**config.mk**
```make
export PLATFORM = sky130hd
export DESIGN_NAME = printable_xor_frame_receiver_top
export DESIGN_NICKNAME = d
export VERILOG_FILES = /design/src/sv/pxfr_pkg.sv /design/src/sv/printable_xor_frame_receiver_top.sv /design/src/sv/pxfr_ram.sv /design/src/sv/pxfr_ctrl.sv /design/src/sv/pxfr_dp.sv
export VERILOG_INCLUDE_DIRS = /design/src /design/src/sv
export SDC_FILE = /design/constraint.sdc
export NUM_CORES = 1
export LEC_CHECK = 0
export BUFFER_PORTS_ARGS = -buffer_cell sky130_fd_sc_hd__buf_2
export CORE_MARGIN = 3
export CORE_UTILIZATION = 64
export CTS_CLUSTER_SIZE = 40
export DETAILED_ROUTE_END_ITERATION = 8
export PLACE_DENSITY = 0.84
export SLEW_MARGIN = 10
export SYNTH_ARGS = -nofsm -noshare
export SYNTH_HDL_FRONTEND = slang
export SYNTH_SLANG_ARGS = --single-unit
```
**constraint.sdc**
```tcl
create_clock -name clk -period 6.4 [get_ports clk]
set_input_delay 1.28 -clock clk [delete_from_list [all_inputs] [get_ports clk]]
set_output_delay 1.28 -clock clk [all_outputs]
set_load 0.02 [all_outputs]
```
**src/sv/assert_macros.svh**
```systemverilog
`ifndef ASSERT_MACROS_SVH
`define ASSERT_MACROS_SVH

// Clocked assertion that is switched off while reset is asserted.
`define PXFR_ASSERT(lbl, clk, rst_n, prop, msg) \
  lbl: assert property (@(posedge clk) disable iff (!rst_n) prop) else $error(msg);

// Clocked assertion that also holds during reset.
`define PXFR_ASSERT_ALWAYS(lbl, clk, prop, msg) \
  lbl: assert property (@(posedge clk) prop) else $error(msg);

`endif

```
**src/sv/pxfr_pkg.sv**
```systemverilog
`timescale 1ns / 1ps

package pxfr_pkg;

  localparam int MAX_WORDS = 32;
  localparam int ADDR_W    = (MAX_WORDS > 1) ? $clog2(MAX_WORDS) : 1;
  localparam int CNT_MAX   = MAX_WORDS + 2;
  localparam int CNT_W     = $clog2(CNT_MAX + 1);

  localparam int FL_W     = 6;
  localparam int BYTE_W   = 8;
  localparam int WIDX_W   = 5;
  localparam int STATUS_W = 2;
  localparam int CMP_W    = ((CNT_W > FL_W) ? CNT_W : FL_W) + 1;

  localparam int IN_TDATA_W  = 8;
  localparam int OUT_TDATA_W = 16;
  localparam int CFG_AW      = 3;
  localparam int CFG_DW      = 32;
  localparam int REG_IDX_W   = CFG_AW - 2;

  localparam logic [REG_IDX_W-1:0] REG_FRAME_LENGTH = '0;

  localparam logic [BYTE_W-1:0] OFFSET     = 8'h20;
  localparam logic [BYTE_W-1:0] TERMINATOR = 8'd10;
  localparam logic [FL_W-1:0]   FL_RESET   = 6'd8;

  typedef logic [STATUS_W-1:0] status_t;
  localparam status_t ST_GOOD   = 2'd0;
  localparam status_t ST_CHECK  = 2'd1;
  localparam status_t ST_LENGTH = 2'd2;

  typedef struct packed {
    logic take_byte;
    logic close_frame;
    logic load_err;
    logic clr_idx;
    logic ren;
    logic load_good;
    logic inc_idx;
  } ctl_cmd_t;

  typedef struct packed {
    logic is_nl;
    logic len_bad;
    logic chk_bad;
    logic last_word;
    logic out_free;
  } dp_sts_t;

endpackage

```
**src/sv/printable_xor_frame_receiver_top.sv**
```systemverilog
`timescale 1ns / 1ps

// Frame receiver for a printable serial link. Each accepted byte other than a newline is
// shifted down by 0x20 and stored at the next frame position; the byte after frame_length
// data words is the checksum. A newline closes the frame: a frame of exactly frame_length
// words plus a checksum equal to the XOR of the words yields one result transaction per
// word (index in tdata, last word flagged by tlast), and any other frame yields a single
// error transaction (wrong length before checksum mismatch). An ordinary byte is taken
// without a stall, and so is a newline with an error, which leaves one result. A good
// frame stalls the input while each word is read from the word RAM in the fetch state
// and moved to the output register in the send state; backpressure on the output adds
// to that. The input is also held off while a last result still waits in the output
// register. frame_length sits at byte address 0 of the register port and resets to 8.

module printable_xor_frame_receiver_top (
  input  logic                                clk,
  input  logic                                rst_n,
  // tdata: [7:0] rx_byte
  input  logic                                in_tvalid,
  output logic                                in_tready,
  input  logic [pxfr_pkg::IN_TDATA_W-1:0]     in_tdata,
  // tdata: [4:0] word_index, [12:5] data_word, [15:13] zero
  output logic                                out_tvalid,
  input  logic                                out_tready,
  output logic [pxfr_pkg::OUT_TDATA_W-1:0]    out_tdata,
  // tuser: [1:0] status
  output logic [pxfr_pkg::STATUS_W-1:0]       out_tuser,
  output logic                                out_tlast,
  input  logic                                cfg_psel,
  input  logic                                cfg_penable,
  input  logic                                cfg_pwrite,
  input  logic [pxfr_pkg::CFG_AW-1:0]         cfg_paddr,
  input  logic [pxfr_pkg::CFG_DW-1:0]         cfg_pwdata,
  output logic [pxfr_pkg::CFG_DW-1:0]         cfg_prdata,
  output logic                                cfg_pready
);
  import pxfr_pkg::*;

  logic [FL_W-1:0] frame_length_r, frame_length_nxt;
  logic            sel_fl;
  ctl_cmd_t        cmd;
  dp_sts_t         sts;

  assign cfg_pready = 1'b1;
  assign sel_fl     = (cfg_paddr[CFG_AW-1:2] == REG_FRAME_LENGTH);

  always_comb begin
    frame_length_nxt = frame_length_r;
    if (cfg_psel && cfg_penable && cfg_pwrite && cfg_pready && sel_fl) begin
      frame_length_nxt = cfg_pwdata[FL_W-1:0];
    end
  end

  always_ff @(posedge clk) begin
    if (!rst_n) begin
      frame_length_r <= FL_RESET;
    end else begin
      frame_length_r <= frame_length_nxt;
    end
  end

  assign cfg_prdata = sel_fl ? CFG_DW'(frame_length_r) : '0;

  pxfr_ctrl u_ctrl (
    .clk       (clk),
    .rst_n     (rst_n),
    .in_tvalid (in_tvalid),
    .in_tready (in_tready),
    .sts       (sts),
    .cmd       (cmd)
  );

  pxfr_dp u_dp (
    .clk          (clk),
    .rst_n        (rst_n),
    .frame_length (frame_length_r),
    .in_tdata     (in_tdata),
    .out_tvalid   (out_tvalid),
    .out_tready   (out_tready),
    .out_tdata    (out_tdata),
    .out_tuser    (out_tuser),
    .out_tlast    (out_tlast),
    .cmd          (cmd),
    .sts          (sts)
  );

endmodule

```
**src/sv/pxfr_ram.sv**
```systemverilog
`timescale 1ns / 1ps

module pxfr_ram #(
  parameter int WIDTH = 8,
  parameter int DEPTH = 32
) (
  input  logic                                     clk,
  input  logic                                     we,
  input  logic [((DEPTH > 1) ? $clog2(DEPTH) : 1)-1:0] waddr,
  input  logic [WIDTH-1:0]                         wdata,
  input  logic                                     re,
  input  logic [((DEPTH > 1) ? $clog2(DEPTH) : 1)-1:0] raddr,
  output logic [WIDTH-1:0]                         rdata
);

  logic [WIDTH-1:0] mem [DEPTH];

  always_ff @(posedge clk) begin
    if (we) begin
      mem[waddr] <= wdata;
    end
    if (re) begin
      rdata <= mem[raddr];
    end
  end

endmodule

```
**src/sv/pxfr_ctrl.sv**
```systemverilog
`timescale 1ns / 1ps
`include "assert_macros.svh"

module pxfr_ctrl (
  input  logic               clk,
  input  logic               rst_n,
  input  logic               in_tvalid,
  output logic               in_tready,
  input  pxfr_pkg::dp_sts_t  sts,
  output pxfr_pkg::ctl_cmd_t cmd
);
  import pxfr_pkg::*;

  typedef enum logic [1:0] {S_IDLE, S_FETCH, S_SEND} state_t;

  state_t state_r, state_nxt;
  logic   acc;

  assign in_tready = (state_r == S_IDLE) && sts.out_free;
  assign acc       = in_tvalid && in_tready;

  always_comb begin
    cmd       = '0;
    state_nxt = state_r;
    case (state_r)
      S_IDLE: begin
        cmd.take_byte   = acc && !sts.is_nl;
        cmd.close_frame = acc && sts.is_nl;
        if (acc && sts.is_nl) begin
          if (sts.len_bad || sts.chk_bad) begin
            cmd.load_err = 1'b1;
          end else begin
            cmd.clr_idx = 1'b1;
            state_nxt   = S_FETCH;
          end
        end
      end
      S_FETCH: begin
        cmd.ren   = 1'b1;
        state_nxt = S_SEND;
      end
      S_SEND: begin
        // The RAM output holds until the output register has room.
        if (sts.out_free) begin
          cmd.load_good = 1'b1;
          if (sts.last_word) begin
            state_nxt = S_IDLE;
          end else begin
            cmd.inc_idx = 1'b1;
            state_nxt   = S_FETCH;
          end
        end
      end
      default: begin
        state_nxt = S_IDLE;
      end
    endcase
  end

  always_ff @(posedge clk) begin
    if (!rst_n) begin
      state_r <= S_IDLE;
    end else begin
      state_r <= state_nxt;
    end
  end

  `PXFR_ASSERT(a_good_frame_fetch, clk, rst_n, cmd.clr_idx |=> (state_r == S_FETCH), "good frame did not start a fetch")
  `PXFR_ASSERT(a_last_word_idle, clk, rst_n, (cmd.load_good && sts.last_word) |=> (state_r == S_IDLE), "last word did not return to idle")
  `PXFR_ASSERT(a_no_input_in_burst, clk, rst_n, (state_r != S_IDLE) |=> !(cmd.take_byte || cmd.close_frame) || ($past(state_r) == S_SEND), "byte taken during burst")

endmodule

```
**src/sv/pxfr_dp.sv**
```systemverilog
`timescale 1ns / 1ps
`include "assert_macros.svh"

module pxfr_dp (
  input  logic                                clk,
  input  logic                                rst_n,
  input  logic [pxfr_pkg::FL_W-1:0]           frame_length,
  input  logic [pxfr_pkg::IN_TDATA_W-1:0]     in_tdata,
  output logic                                out_tvalid,
  input  logic                                out_tready,
  output logic [pxfr_pkg::OUT_TDATA_W-1:0]    out_tdata,
  output logic [pxfr_pkg::STATUS_W-1:0]       out_tuser,
  output logic                                out_tlast,
  input  pxfr_pkg::ctl_cmd_t                  cmd,
  output pxfr_pkg::dp_sts_t                   sts
);
  import pxfr_pkg::*;

  logic [CNT_W-1:0]  cnt_r, cnt_nxt;
  logic [BYTE_W-1:0] xor_r, xor_nxt;
  logic [BYTE_W-1:0] check_r, check_nxt;
  logic [ADDR_W-1:0] idx_r, idx_nxt;

  logic                out_valid_r, out_valid_nxt;
  status_t             out_status_r, out_status_nxt;
  logic [WIDX_W-1:0]   out_idx_r, out_idx_nxt;
  logic [BYTE_W-1:0]   out_data_r, out_data_nxt;
  logic                out_last_r, out_last_nxt;

  logic [BYTE_W-1:0] rx_byte;
  logic [BYTE_W-1:0] word_val;
  logic              store_en;
  logic [BYTE_W-1:0] ram_rdata;

  assign rx_byte  = in_tdata[BYTE_W-1:0];
  assign word_val = rx_byte - OFFSET;
  assign store_en = cmd.take_byte && (cnt_r < CNT_W'(frame_length)) &&
                    (cnt_r < CNT_W'(MAX_WORDS));

  pxfr_ram #(
    .WIDTH (BYTE_W),
    .DEPTH (MAX_WORDS)
  ) u_store (
    .clk   (clk),
    .we    (store_en),
    .waddr (cnt_r[ADDR_W-1:0]),
    .wdata (word_val),
    .re    (cmd.ren),
    .raddr (idx_r),
    .rdata (ram_rdata)
  );

  always_comb begin
    sts.is_nl   = (rx_byte == TERMINATOR);
    sts.len_bad = (frame_length == '0) || (frame_length > FL_W'(MAX_WORDS)) ||
                  (CMP_W'(cnt_r) != CMP_W'(frame_length) + CMP_W'(1));
    sts.chk_bad = (xor_r != check_r);
    sts.last_word = (CMP_W'(idx_r) + CMP_W'(1)) == CMP_W'(frame_length);
    sts.out_free  = !out_valid_r || out_tready;
  end

  always_comb begin
    cnt_nxt   = cnt_r;
    xor_nxt   = xor_r;
    check_nxt = check_r;
    if (cmd.take_byte) begin
      if (store_en) begin
        xor_nxt = xor_r ^ word_val;
      end else if (CMP_W'(cnt_r) == CMP_W'(frame_length)) begin
        check_nxt = word_val;
      end
      if (cnt_r < CNT_W'(CNT_MAX)) begin
        cnt_nxt = cnt_r + CNT_W'(1);
      end
    end
    if (cmd.close_frame) begin
      cnt_nxt   = '0;
      xor_nxt   = '0;
      check_nxt = '0;
    end
  end

  always_comb begin
    idx_nxt = idx_r;
    if (cmd.clr_idx) begin
      idx_nxt = '0;
    end else if (cmd.inc_idx) begin
      idx_nxt = idx_r + ADDR_W'(1);
    end
  end

  always_comb begin
    out_valid_nxt  = out_valid_r && !out_tready;
    out_status_nxt = out_status_r;
    out_idx_nxt    = out_idx_r;
    out_data_nxt   = out_data_r;
    out_last_nxt   = out_last_r;
    if (cmd.load_err) begin
      out_valid_nxt  = 1'b1;
      out_status_nxt = sts.len_bad ? ST_LENGTH : ST_CHECK;
      out_idx_nxt    = '0;
      out_data_nxt   = '0;
      out_last_nxt   = 1'b1;
    end else if (cmd.load_good) begin
      out_valid_nxt  = 1'b1;
      out_status_nxt = ST_GOOD;
      out_idx_nxt    = WIDX_W'(idx_r);
      out_data_nxt   = ram_rdata;
      out_last_nxt   = sts.last_word;
    end
  end

  always_ff @(posedge clk) begin
    if (!rst_n) begin
      cnt_r       <= '0;
      xor_r       <= '0;
      check_r     <= '0;
      idx_r       <= '0;
      out_valid_r <= 1'b0;
    end else begin
      cnt_r       <= cnt_nxt;
      xor_r       <= xor_nxt;
      check_r     <= check_nxt;
      idx_r       <= idx_nxt;
      out_valid_r <= out_valid_nxt;
    end
  end

  always_ff @(posedge clk) begin
    out_status_r <= out_status_nxt;
    out_idx_r    <= out_idx_nxt;
    out_data_r   <= out_data_nxt;
    out_last_r   <= out_last_nxt;
  end

  assign out_tvalid = out_valid_r;
  assign out_tuser  = out_status_r;
  assign out_tlast  = out_last_r;
  assign out_tdata  = OUT_TDATA_W'({out_data_r, out_idx_r});

  `PXFR_ASSERT(a_count_steps, clk, rst_n, (cmd.take_byte && (cnt_r < CNT_W'(CNT_MAX))) |=> (cnt_r == $past(cnt_r) + CNT_W'(1)), "byte count did not advance")
  `PXFR_ASSERT(a_frame_restart, clk, rst_n, cmd.close_frame |=> ((cnt_r == '0) && (xor_r == '0) && (check_r == '0)), "newline did not restart the frame")
  `PXFR_ASSERT(a_error_is_last, clk, rst_n, cmd.load_err |=> (out_tvalid && out_tlast && (out_tuser != ST_GOOD)), "error result malformed")

endmodule

```
## Word level (Yosys, flattened, before mapping)

Memories as Yosys holds them, arrays and structs flattened. A register that Yosys moved wholly into a read port is not among the register bits.
Index checks and enable logic that the tools add are counted.

- Register bits after elaboration: 52
- RAM bits: 256
- Output and inout port bits: 54
- Word-level logic and storage cells: 82
- Memories: 1

Memory list:

| memory | depth | bits a word | rd ports | clocked after memory_dff | wr ports | line | text |
|---|---|---|---|---|---|---|---|
| u_dp.u_store.mem | 32 | 8 | 1 | 1 | 1 | pxfr_ram.sv:16 | `logic [WIDTH-1:0] mem [DEPTH];` |

- Add/sub/neg operators: 5
- Order comparisons: 4
- Eq/ne operators: 10
- Mux-type cells: 21
- Bitwise logic cells: 4
- Reduce and logical (&&, ||, !) cells: 26

Operators with widths:

| operator | count |
|---|---|
| 2-bit two-way mux | 9 |
| 6-bit < comparator (second input constant) | 2 |
| 1-bit logical AND | 10 |
| 1-bit two-way mux | 9 |
| 8-bit by 4-bit == test with 1-bit output (second input constant) | 1 |
| 8-bit inequality test | 1 |
| 8-bit by 6-bit subtractor with 8-bit output (second input constant) | 1 |
| 8-bit XOR | 1 |
| 6-bit by 1-bit adder with 7-bit output (second input constant) | 1 |
| 7-bit by 6-bit == test with 1-bit output | 1 |
| 6-bit by 7-bit inequality test with 1-bit output | 1 |
| 5-bit by 1-bit adder with 6-bit output (second input constant) | 1 |
| 6-bit by 1-bit adder with 6-bit output (second input constant) | 1 |
| 6-bit == test | 1 |
| 6-bit > comparator (second input constant) | 1 |
| 6-bit zero test | 1 |
| 6-bit < comparator | 1 |
| 6-bit two-way mux | 1 |
| 2-bit case mux with 3 select lines | 1 |
| 3-bit AND reduction | 2 |
| 5-bit by 1-bit adder with 5-bit output (second input constant) | 1 |
| 1-bit logical OR | 4 |
| 4-bit two-way mux | 1 |
| 2-bit inequality test (second input constant) | 2 |
| 9 further kinds | 15 |

## Longest topological paths before layout

Gate-level depths: netlist of the first run.

- Depth after elaboration: 11
- Depth in mapped cells: 10
- Depth with buffers taken out: 8

## By module

A second synthesis of the first run with hierarchy kept.

- Cell total of the unflattened synthesis: 746
- Area, all modules: 13122.6 um^2

By module, submodules not included:

| module | times used | cells each | area each (um^2) | sequential area each (um^2) |
|---|---|---|---|---|
| pxfr_ram | 1 | 417 | 10133.5 | 7927.6 |
| pxfr_dp | 1 | 249 | 2318.5 | 900.9 |
| printable_xor_frame_receiver_top | 1 | 62 | 518.0 | 120.1 |
| pxfr_ctrl | 1 | 18 | 152.6 | 40.0 |

## Worst setup path after synthesis of the first run

No wires, ideal clock.

- Path type: input port to flip-flop
- Start point: input port in_tdata[5] (netlist bit)
- End point: register u_dp.xor_r[7]
- Arrival time: 3.316 ns
- Data required time: 6.272 ns
- Slack: 2.956 ns
- Stages: 6
- Path buffers: 0
- Path through: inv_1 ha_1 xor2_1 nand3_1 xor2_1 nor2_1

RTL lines:

| element | line | text |
|---|---|---|
| from (decl) | printable_xor_frame_receiver_top.sv:21 | `input logic [pxfr_pkg::IN_TDATA_W-1:0] in_tdata,` |
| 8-bit by 6-bit subtractor with 8-bit output | pxfr_dp.sv:36 | `assign word_val = rx_byte - OFFSET;` |
| net u_dp.u_store.wdata[7] | pxfr_ram.sv:10 | `input logic [WIDTH-1:0] wdata,` |
| 8-bit XOR | pxfr_dp.sv:68 | `xor_nxt = xor_r ^ word_val;` |
| to (signal assigned) | pxfr_dp.sv:122 | `xor_r <= xor_nxt;` |
| to (decl) | pxfr_dp.sv:20 | `logic [BYTE_W-1:0] xor_r, xor_nxt;` |

The timed path passes the listed nets, and every way through them passes these cells.
A chain may end at the register's enable or synchronous reset.

## Final worst setup path of the first run

- Start point: register u_dp.cnt_r[4]
- End point: memory u_dp.u_store.mem[1][7] (enable)

- Word-level cells in the longest chain between the ends: 5

RTL lines:

| element | line | text |
|---|---|---|
| from (decl) | pxfr_dp.sv:19 | `logic [CNT_W-1:0] cnt_r, cnt_nxt;` |
| from (signal assigned) | pxfr_dp.sv:121 | `cnt_r <= cnt_nxt;` |
| 6-bit < comparator | pxfr_dp.sv:37 | `assign store_en = cmd.take_byte && (cnt_r < CNT_W'(frame_length)) &&` |
| 1-bit logical AND (2 in series) | pxfr_dp.sv:37 |  |
| 1-bit two-way mux | pxfr_ram.sv:19 | `if (we) begin` |
| 1-bit two-way mux (not written as such) | pxfr_ram.sv:20 | `mem[waddr] <= wdata;` |
| to (decl) | pxfr_ram.sv:16 |  |

Several ways; a longest one is shown, not always the timed one.

==> impl_metrics.tcl, run 1 <==
set metrics [dict create \
    dr.pass1.iters 6 \
    grt.overflow.total 0 \
    path_cells "ha_1 -> a21o_1 -> a211o_1 -> nor3b_4 -> and2_1 -> nand2_1 -> nor2_1" \
    post_drt_wl_per_cell_um 26.8 \
    cts_buffer_depth 3 \
    synth-edff-count 266 \
    clock-sinks 316 \
    drc 0 \
    relSlewSlack_pct 21.7 \
    grt_pass1_vias 7318 \
    dieHeight_um 150 \
    ctsHtreeMaxLevel 1 \
    cts.hold.buffers_added 0 \
    ys_warn_count 0 \
    syn_area_um2 13200 \
    io_pins 104 \
    r2r_start "u_dp.cnt_r[4]$_SDFFE_PP0P_" \
    ys_seq_area_share_pct 68.2 \
    place_area_um2 13500 \
    cts_resized 0 \
    area_delta_synth_final_pct 9.65 \
    core_um2 19800 \
    hp-start "u_dp.out_idx_r[0]$_SDFFE_PP0P_" \
    cts_tree "done" \
    multi_input_area_um2 3860 \
    min_period_ns 4.24 \
    hold_end "u_dp.out_idx_r[0]$_SDFFE_PP0P_" \
    track_usage_pct 27.0 \
    antenna_found_initial 1 \
    nets 878 \
    fill_cells 1138 \
    insertion_delay_ns 0.55 \
    layout-drive-gt1-share_pct 23.4 \
    die_area_um2 22400 \
    cp-end-kind "flop" \
    cts_root_buf "clkbuf_16" \
    r2r_end "u_dp.u_store.mem[1][7]$_DFFE_PP_" \
    num_rows 51 \
    grt_max_degree 45 \
    whs_path_depth 2 \
    numCtsBuffers 30 \
    gp_congestion 0.842 \
    dp_hpwl_mm 18.1 \
    rsz0062_at_grt "no" \
    p_per_area_nw_per_um2 287 \
    ir_drop_mv 0.250 \
    hold_class "reg2reg" \
    setup_tns_ns 0 \
    post-cts-setup-buffers 0 \
    design_area_um2 14500 \
    setup_viol 0 \
    tightest_slew_ns 1.17 \
    die_x_um 150 \
    final_cell_mix "266 x edfxtp_1, 80 x mux4_2, 49 x nand2_1" \
    clkTransAtPathRegs_ns 0.07 \
    cpMaxStageDelayCell "dfxtp_1" \
    drv_slew 0 \
    antenna_cells 0 \
    status "finished clean" \
    maxCapViolCount 0 \
    synthCells 772 \
    via_per_inst 6.62 \
    slowest_delay_ns 0.78 \
    fin_skew_ns 0.0165 \
    drt_wl_total_mm 29.6 \
    leakage_uw 0.00498 \
    grt_pass1_wl_mm 44.8 \
    synth_top_area_cell "edfxtp_1" \
    ff2ff_setup_slack_ns 2.16 \
    crit_required_ns 6.57 \
    finalHoldViolCount 0 \
    fmax_mhz 236 \
    drtIter0Drc 871 \
    vias 7297 \
    ys.flop_type "edfxtp_1" \
    yosysTopAreaCellShare_pct 60.6 \
    worst-path-max-fanout 28 \
    postSynthRegisterBits 316 \
    criticalPathCategory "reg2reg" \
    start_util_pct 66.4 \
    antenna_left 0 \
    period_share_pct 66.3 \
    syn_area_per_cell_um2 17.1 \
    start_kind "flop" \
    port_buffers 45 \
    layout_commonest_cell "edfxtp_1" \
    synth_cell_types 53 \
    async_flop_share_pct 0 \
    r2r_cells 7 \
    synth_area_leaders "edfxtp_1 61%, mux4_2 14%, dfxtp_1 7.6%" \
    crit_arrival_ns 4.42 \
    seqCellArea_um2 8990 \
]
cell type report:
cell class	count	share of cell area, %
Clock buffer	37	5.52
Clock inverter	18	1.13
Inverter	12	0.312
Multi-Input combinational cell	404	26.7
Sequential cell	316	62.2
Tap cell	265	2.29
Timing Repair Buffer	50	1.82
state kept, by name, indices dropped and copies added, names as in the netlist:
register	count
u_dp.out_tvalid	1
u_ctrl.state_r	2
frame_length_r	6
u_dp.out_tlast	1
u_dp.out_idx_r	5
u_dp.out_data_r	8
u_dp.u_store.mem	256
u_dp.out_tuser	2
u_dp.xor_r	8
u_dp.u_store.rdata	8
u_dp.idx_r	5
u_dp.check_r	8
u_dp.cnt_r	6
worst max-delay path, delay by kind of cell, from the launching register on:
kind,cells,cell delay [ns]
AOI/OAI and AO/OA,2,0.55
and+or+nand+nor,4,2.15
adders and majority gates,1,0.37
DFF,1,0.78
power by group:
group	switching (µW)	internal (µW)	leakage [µW]	total (µW)
Clock	737	1000	0.000469	1740
Combinational	109	40.9	0.00171	150
Sequential	12.5	2250	0.00280	2270
Total	859	3300	0.00498	4160
per-stage QoR:
stage	total power [µW]	hold slack [ns]	setup slack [ns]	cells	utilization, %
final	4160	0.467	2.16	1102	72.8
after global routing	4250	0.481	1.95	1102	72.8
after CTS	4170	0.462	1.88	1102	72.7
after detailed placement	2460	0.445	1.51	1047	67.9
after global placement	2440	0.442	1.77	1047	67.9
after floorplan	2410	0.471	2.96	800	-
cell families after synthesis:
logic type	synth area share [%]
AO/OA/AOI/OAI	2.03
XOR/XNOR	2.33
adder cells (fa/ha/maj)	1.33
buffers and inverters	3.54
flip-flops	68.2
multiplexers	15.4
other	0.0570
AND/OR/NAND/NOR	7.12
cells in the mapped netlist (2+ instances only):
cell type,n
a211o_1,2
a211oi_1,2
a21oi_1,21
and2_1,3
and3_1,28
and3b_1,2
buf_1,4
buf_2,9
buf_4,30
buf_6,3
clkbuf_1,18
clkbuf_2,3
conb_1,2
dfxtp_1,50
edfxtp_1,266
ha_1,14
inv_1,11
mux2_2,8
mux2i_1,14
mux4_2,80
nand2_1,49
nand2b_1,3
nand3_1,16
nand4_1,3
nor2_1,38
nor2b_1,13
nor3_1,7
nor3b_1,3
nor4_1,3
o21ai_0,8
o31a_1,2
or3_1,3
xnor2_1,11
xor2_1,24
layer usage:
layer	up-vias	global-route usage [%]	wire (µm)
li1	3018	-	-
met1	3707	37.3	10900
met2	478	45.3	15300
met3	92	3.94	2310
met4	2	9.11	1060
met5	-	0	13
worst max path at each step:
stage                                          start                           endpoint  slack [ns]  depth (start not counted)
after floorplan                          in_tdata[5]         u_dp.xor_r[7]$_SDFFE_PP0P_        2.96                          6
after global placement                   in_tdata[4]  u_dp.u_store.mem[13][6]$_DFFE_PP_        1.77                          7
after detailed placement                 in_tdata[4]  u_dp.u_store.mem[12][4]$_DFFE_PP_        1.51                          7
after CTS                                in_tdata[4]  u_dp.u_store.mem[12][1]$_DFFE_PP_        1.88                          7
after global routing      u_dp.cnt_r[4]$_SDFFE_PP0P_   u_dp.u_store.mem[1][5]$_DFFE_PP_        1.95                          7
final                     u_dp.cnt_r[4]$_SDFFE_PP0P_   u_dp.u_store.mem[1][7]$_DFFE_PP_        2.16                          7
(Power assumes the default switching activity.)
==> run 2, diff against run 1 <==
--- a/config.mk
+++ b/config.mk
@@ -8,10 +8,10 @@
 export LEC_CHECK = 0
 export BUFFER_PORTS_ARGS = -buffer_cell sky130_fd_sc_hd__buf_2
 export CORE_MARGIN = 3
-export CORE_UTILIZATION = 64
+export CORE_UTILIZATION = 60
 export CTS_CLUSTER_SIZE = 40
 export DETAILED_ROUTE_END_ITERATION = 8
-export PLACE_DENSITY = 0.84
+export PLACE_DENSITY = 0.8
 export SLEW_MARGIN = 10
 export SYNTH_ARGS = -nofsm -noshare
 export SYNTH_HDL_FRONTEND = slang
==> constraint.sdc (replaced) <==
create_clock -name clk -period 4.3 [get_ports clk]
set_input_delay 0.86 -clock clk [delete_from_list [all_inputs] [get_ports clk]]
set_output_delay 0.86 -clock clk [all_outputs]
set_load 0.02 [all_outputs]
==> run 2 against run 1 <==
Critical path depth rose by 1. Final cell count rose by 2.3%. Via count fell by 3.8%. Cell area rose by 1.2%. First-iteration DRC count fell by 22%. Setup slack got worse by 1.8 ns. Die area rose by 6.4%. Routed wire length fell by 4.4%. Worst hold slack got worse by 0.0053 ns. Critical path type unchanged. Critical endpoint is now u_dp.u_store.mem[0][0]$_DFFE_PP_.
==> impl_metrics.tcl, run 2 (synthesis results as in run 1) <==
set metrics [dict create \
    io_pins 104 \
    die_area_um2 23800 \
    cts_resized 0 \
    seqCellArea_um2 8990 \
    core_um2 21300 \
    crit_arrival_ns 4.11 \
    ir_drop_mv 0.325 \
    setup_viol 0 \
    status "finished clean" \
    antenna_cells 0 \
    cts_buffer_depth 3 \
    worst-path-max-fanout 28 \
    drc 0 \
    period_share_pct 91.4 \
    grt_pass1_vias 7243 \
    crit_required_ns 4.48 \
    start_util_pct 61.9 \
    cts.hold.buffers_added 0 \
    start_kind "flop" \
    via_per_inst 6.23 \
    rsz0062_at_grt "no" \
    layout_commonest_cell "edfxtp_1" \
    drv_slew 0 \
    finalHoldViolCount 0 \
    final_cell_mix "266 x edfxtp_1, 80 x mux4_2, 49 x nand2_1" \
    leakage_uw 0.00507 \
    ctsHtreeMaxLevel 1 \
    fmax_mhz 255 \
    clock-sinks 316 \
    layout-drive-gt1-share_pct 24.9 \
    post_drt_wl_per_cell_um 25.1 \
    total_power_uw 6270 \
    area_delta_synth_final_pct 11.0 \
    p_per_area_nw_per_um2 429 \
    post-cts-setup-buffers 0 \
    dp_hpwl_mm 17.6 \
    gp_congestion 0.822 \
    fill_cells 1299 \
    track_usage_pct 24.3 \
    cp-end-kind "flop" \
    vias 7018 \
    insertion_delay_ns 0.56 \
    drt_wl_total_mm 28.3 \
    grt.overflow.total 0 \
    dr.pass1.iters 4 \
    grt_max_degree 42 \
    cts_tree "done" \
    largest_register_ffs 256 \
    criticalPathCategory "reg2reg" \
    num_rows 53 \
    tightest_slew_ns 0.887 \
    port_buffers 45 \
    relSlewSlack_pct 40.7 \
    antenna_left 0 \
    clkTransAtPathRegs_ns 0.07 \
    numCtsBuffers 30 \
    cts_root_buf "clkbuf_16" \
    drtIter0Drc 681 \
    setup_tns_ns 0 \
    hold_class "reg2reg" \
    antenna_found_initial 1 \
    min_period_ns 3.93 \
    fin_skew_ns 0.0254 \
    multi_input_area_um2 3840 \
    nets 893 \
    grt_pass1_wl_mm 44.3 \
    die_x_um 154 \
    dieHeight_um 154 \
    top_register "u_dp.u_store.mem" \
    maxCapViolCount 0 \
]
[run 2: routing by layer]
layer / vias up / GRT usage (%) / share of wire (%)
met1: 3579 / 32.9 / 38
met4: 2 / 5.51 / 2.1
li1: 3054 / - / -
met2: 327 / 42.4 / 53
met3: 56 / 3.78 / 7.3
met5: - / 0 / 0.046
[run 2: layout make-up]
cell class,count,area share [%]
Multi-Input combinational cell,404,26.2
Inverter,12,0.308
Sequential cell,316,61.5
Clock buffer,31,5.30
Clock inverter,24,1.62
Timing Repair Buffer,65,2.74
Tap cell,275,2.35
[run 2: power breakdown]
group	switching, µW	internal, µW	total, µW
logic	161	65.9	227
registers	17.1	3350	3370
clock network	1130	1550	2680
[run 2: worst paths after layout]
path / start / to / slack (ns) / depth (start not counted)
min reg2reg: u_dp.out_idx_r[4]$_SDFFE_PP0P_ / u_dp.out_idx_r[4]$_SDFFE_PP0P_ / 0.46 / 2
min: u_dp.out_idx_r[4]$_SDFFE_PP0P_ / u_dp.out_idx_r[4]$_SDFFE_PP0P_ / 0.46 / 2
max: frame_length_r[4]$_SDFFE_PN0P_ / u_dp.u_store.mem[0][0]$_DFFE_PP_ / 0.37 / 8
max reg2reg: frame_length_r[4]$_SDFFE_PN0P_ / u_dp.u_store.mem[0][0]$_DFFE_PP_ / 0.37 / 8
[run 2: through the flow]
step | hold WS, ns | cells | setup WS [ns] | area, µm² | utilization [%]
2_1_floorplan | 0.471 | 800 | 1.26 | 13300 | -
3_3_place_gp | 0.440 | 1072 | 0.711 | 13600 | 64.0
3_5_place_dp | 0.446 | 1072 | 0.446 | 13600 | 64.0
4_1_cts | 0.459 | 1127 | 0.389 | 14600 | 68.8
5_1_grt | 0.476 | 1127 | 0.128 | 14600 | 68.8
6_report | 0.462 | 1127 | 0.372 | 14600 | 68.8
[run 2: worst max-delay path, stage by stage (launching register included)]
cell     delay [ns]
dfxtp_1        0.48
inv_1          0.12
ha_1           0.33
a21o_1         0.19
a211o_1        0.36
nor3b_4        0.42
and2_1         0.75
nand2_1        0.17
nor2_1         0.72
==> run 3, diff against run 2 <==
==> constraint.sdc (replaced) <==
create_clock -name clk -period 4.4 [get_ports clk]
set_input_delay 0.88 -clock clk [delete_from_list [all_inputs] [get_ports clk]]
set_output_delay 0.88 -clock clk [all_outputs]
set_load 0.02 [all_outputs]
==> run 3 against run 2 <==
Setup slack improved by 0.57 ns. Clock-buffer cell count rose by 5. Global-route usage fell by 1.5 points. Flip-flop and latch count did not move. Critical path type unchanged. Highest routed layer is now met4.
==> impl_metrics.tcl, run 3 (synthesis results as in run 1) <==
set metrics [dict create \
    antenna_cells 0 \
    antenna_left 0 \
    port_buffers 45 \
    cts.hold.buffers_added 0 \
    rsz0062_at_grt "no" \
    largest_register_ffs 256 \
    status "finished clean" \
    top_register "u_dp.u_store.mem" \
    min_period_ns 3.46 \
    gp_congestion 0.826 \
    clock-sinks 316 \
    start_kind "flop" \
    io_pins 104 \
    start_util_pct 61.9 \
    insertion_delay_ns 0.55 \
    via_per_inst 6.07 \
    leakage_uw 0.00507 \
    cts_buffer_depth 3 \
    vias 6818 \
    post-cts-setup-buffers 0 \
    fin_skew_ns 0.0128 \
    dpl.cell_count 1068 \
    worst-path-max-fanout 28 \
    crit_required_ns 4.58 \
    place_ws_ns 0.550 \
    hold_class "reg2reg" \
    finalHoldViolCount 0 \
    p_per_area_nw_per_um2 425 \
    crit_arrival_ns 3.64 \
    maxCapViolCount 0 \
    layout-drive-gt1-share_pct 24.6 \
    track_usage_pct 22.8 \
    drt_wl_total_mm 26.7 \
    drc 0 \
    setup_tns_ns 0 \
    grt_max_degree 46 \
    cp-end-kind "flop" \
    ir_drop_mv 0.371 \
    num_rows 53 \
    antenna_found_initial 0 \
    period_share_pct 78.6 \
    setup_viol 0 \
    grt_pass1_vias 7026 \
    tightest_slew_ns 1.22 \
    total_power_uw 6220 \
    grt_pass1_wl_mm 41.3 \
    final_cell_mix "266 x edfxtp_1, 80 x mux4_2, 49 x nand2_1" \
    cts_root_buf "clkbuf_16" \
    cts_tree "done" \
    grt.overflow.total 0 \
    criticalPathCategory "reg2reg" \
    cts_resized 0 \
    final_cells 1124 \
    relSlewSlack_pct 18.3 \
    fmax_mhz 289 \
    cpMaxStageDelayCell "nor3_2" \
    die_area_um2 23800 \
    layout_commonest_cell "edfxtp_1" \
    ctsHtreeMaxLevel 1 \
    ff2ff_setup_slack_ns 0.94 \
    numCtsBuffers 30 \
    drv_slew 0 \
    slowest_delay_ns 0.66 \
    design_area_um2 14600 \
    path_cells "inv_1 -> ha_1 -> a21o_1 -> a211o_1 -> nor3b_4 -> and2_1 -> buf_4 -> nand2_1 -> nor3_2" \
    drtIter0Drc 664 \
    post_drt_wl_per_cell_um 23.8 \
    area_delta_synth_final_pct 11.1 \
    worst_slack_ns 0.941 \
    place_area_um2 13600 \
    core_um2 21300 \
    dr.pass1.iters 5 \
    die_x_um 154 \
    nets 889 \
    dp_hpwl_mm 17.2 \
    clkTransAtPathRegs_ns 0.06 \
    dieHeight_um 154 \
]
[run 3: cell types whose count changed in the layout (fill, tap and decap cells not counted), moves of 2 or more]
cell / previous run / this run
bufinv_16: 4 / 6
nor3_2: 0 / 3
clkinv_4: 3 / 1
buf_4: 18 / 15
clkbuf_1: 0 / 5
clkinv_1: 7 / 5
nor3_1: 7 / 4
[run 3: cell type report]
type                            instances  area (µm²)
Clock buffer                           36         795
Clock inverter                         20         255
Fill cell                            1280        6640
Inverter                               12        45.0
Multi-Input combinational cell        404        3850
Sequential cell                       316        8990
Tap cell                              275         344
Timing Repair Buffer                   61         358
[run 3: critical path: cells and delay by family (launching register included)]
family | cells | cell delay (ns)
simple gates | 4 | 1.38
buf+inv | 2 | 0.36
fa+ha+maj | 1 | 0.32
compound gates | 2 | 0.54
flops | 1 | 0.47
[run 3: worst paths after layout]
path                                                       from                                end  depth (start not counted)
worst max register to register   frame_length_r[4]$_SDFFE_PN0P_  u_dp.u_store.mem[13][0]$_DFFE_PP_                          9
worst max-delay path             frame_length_r[4]$_SDFFE_PN0P_  u_dp.u_store.mem[13][0]$_DFFE_PP_                          9
worst min-delay path            u_dp.out_data_r[5]$_SDFFE_PP0P_    u_dp.out_data_r[5]$_SDFFE_PP0P_                          2
worst min register to register  u_dp.out_data_r[5]$_SDFFE_PP0P_    u_dp.out_data_r[5]$_SDFFE_PP0P_                          2
[run 3: stage by stage]
stage               hold slack, ns  utilization [%]
finish                       0.454             68.8
global route                 0.485             68.8
CTS                          0.462             68.7
detailed placement           0.449             63.8
global placement             0.445             63.8
floorplan                    0.471                -
[run 3: where the power goes]
group	switching, µW	total, µW	internal [µW]
Clock	1070	2710	1640
Sequential	17.0	3290	3280
Combinational	156	221	64.8
Total	1250	6220	4980
[run 3: layer usage]
| layer | track usage (%) | vias to the layer above | wire, µm |
|---|---|---|---|
| met3 | 4.25 | 50 | 1730 |
| met4 | 5.85 | 0 | 635 |
| met1 | 29.4 | 3478 | 10200 |
| li1 | - | 3037 | - |
| met2 | 40.3 | 253 | 14200 |
| met5 | 0 | - | 0 |
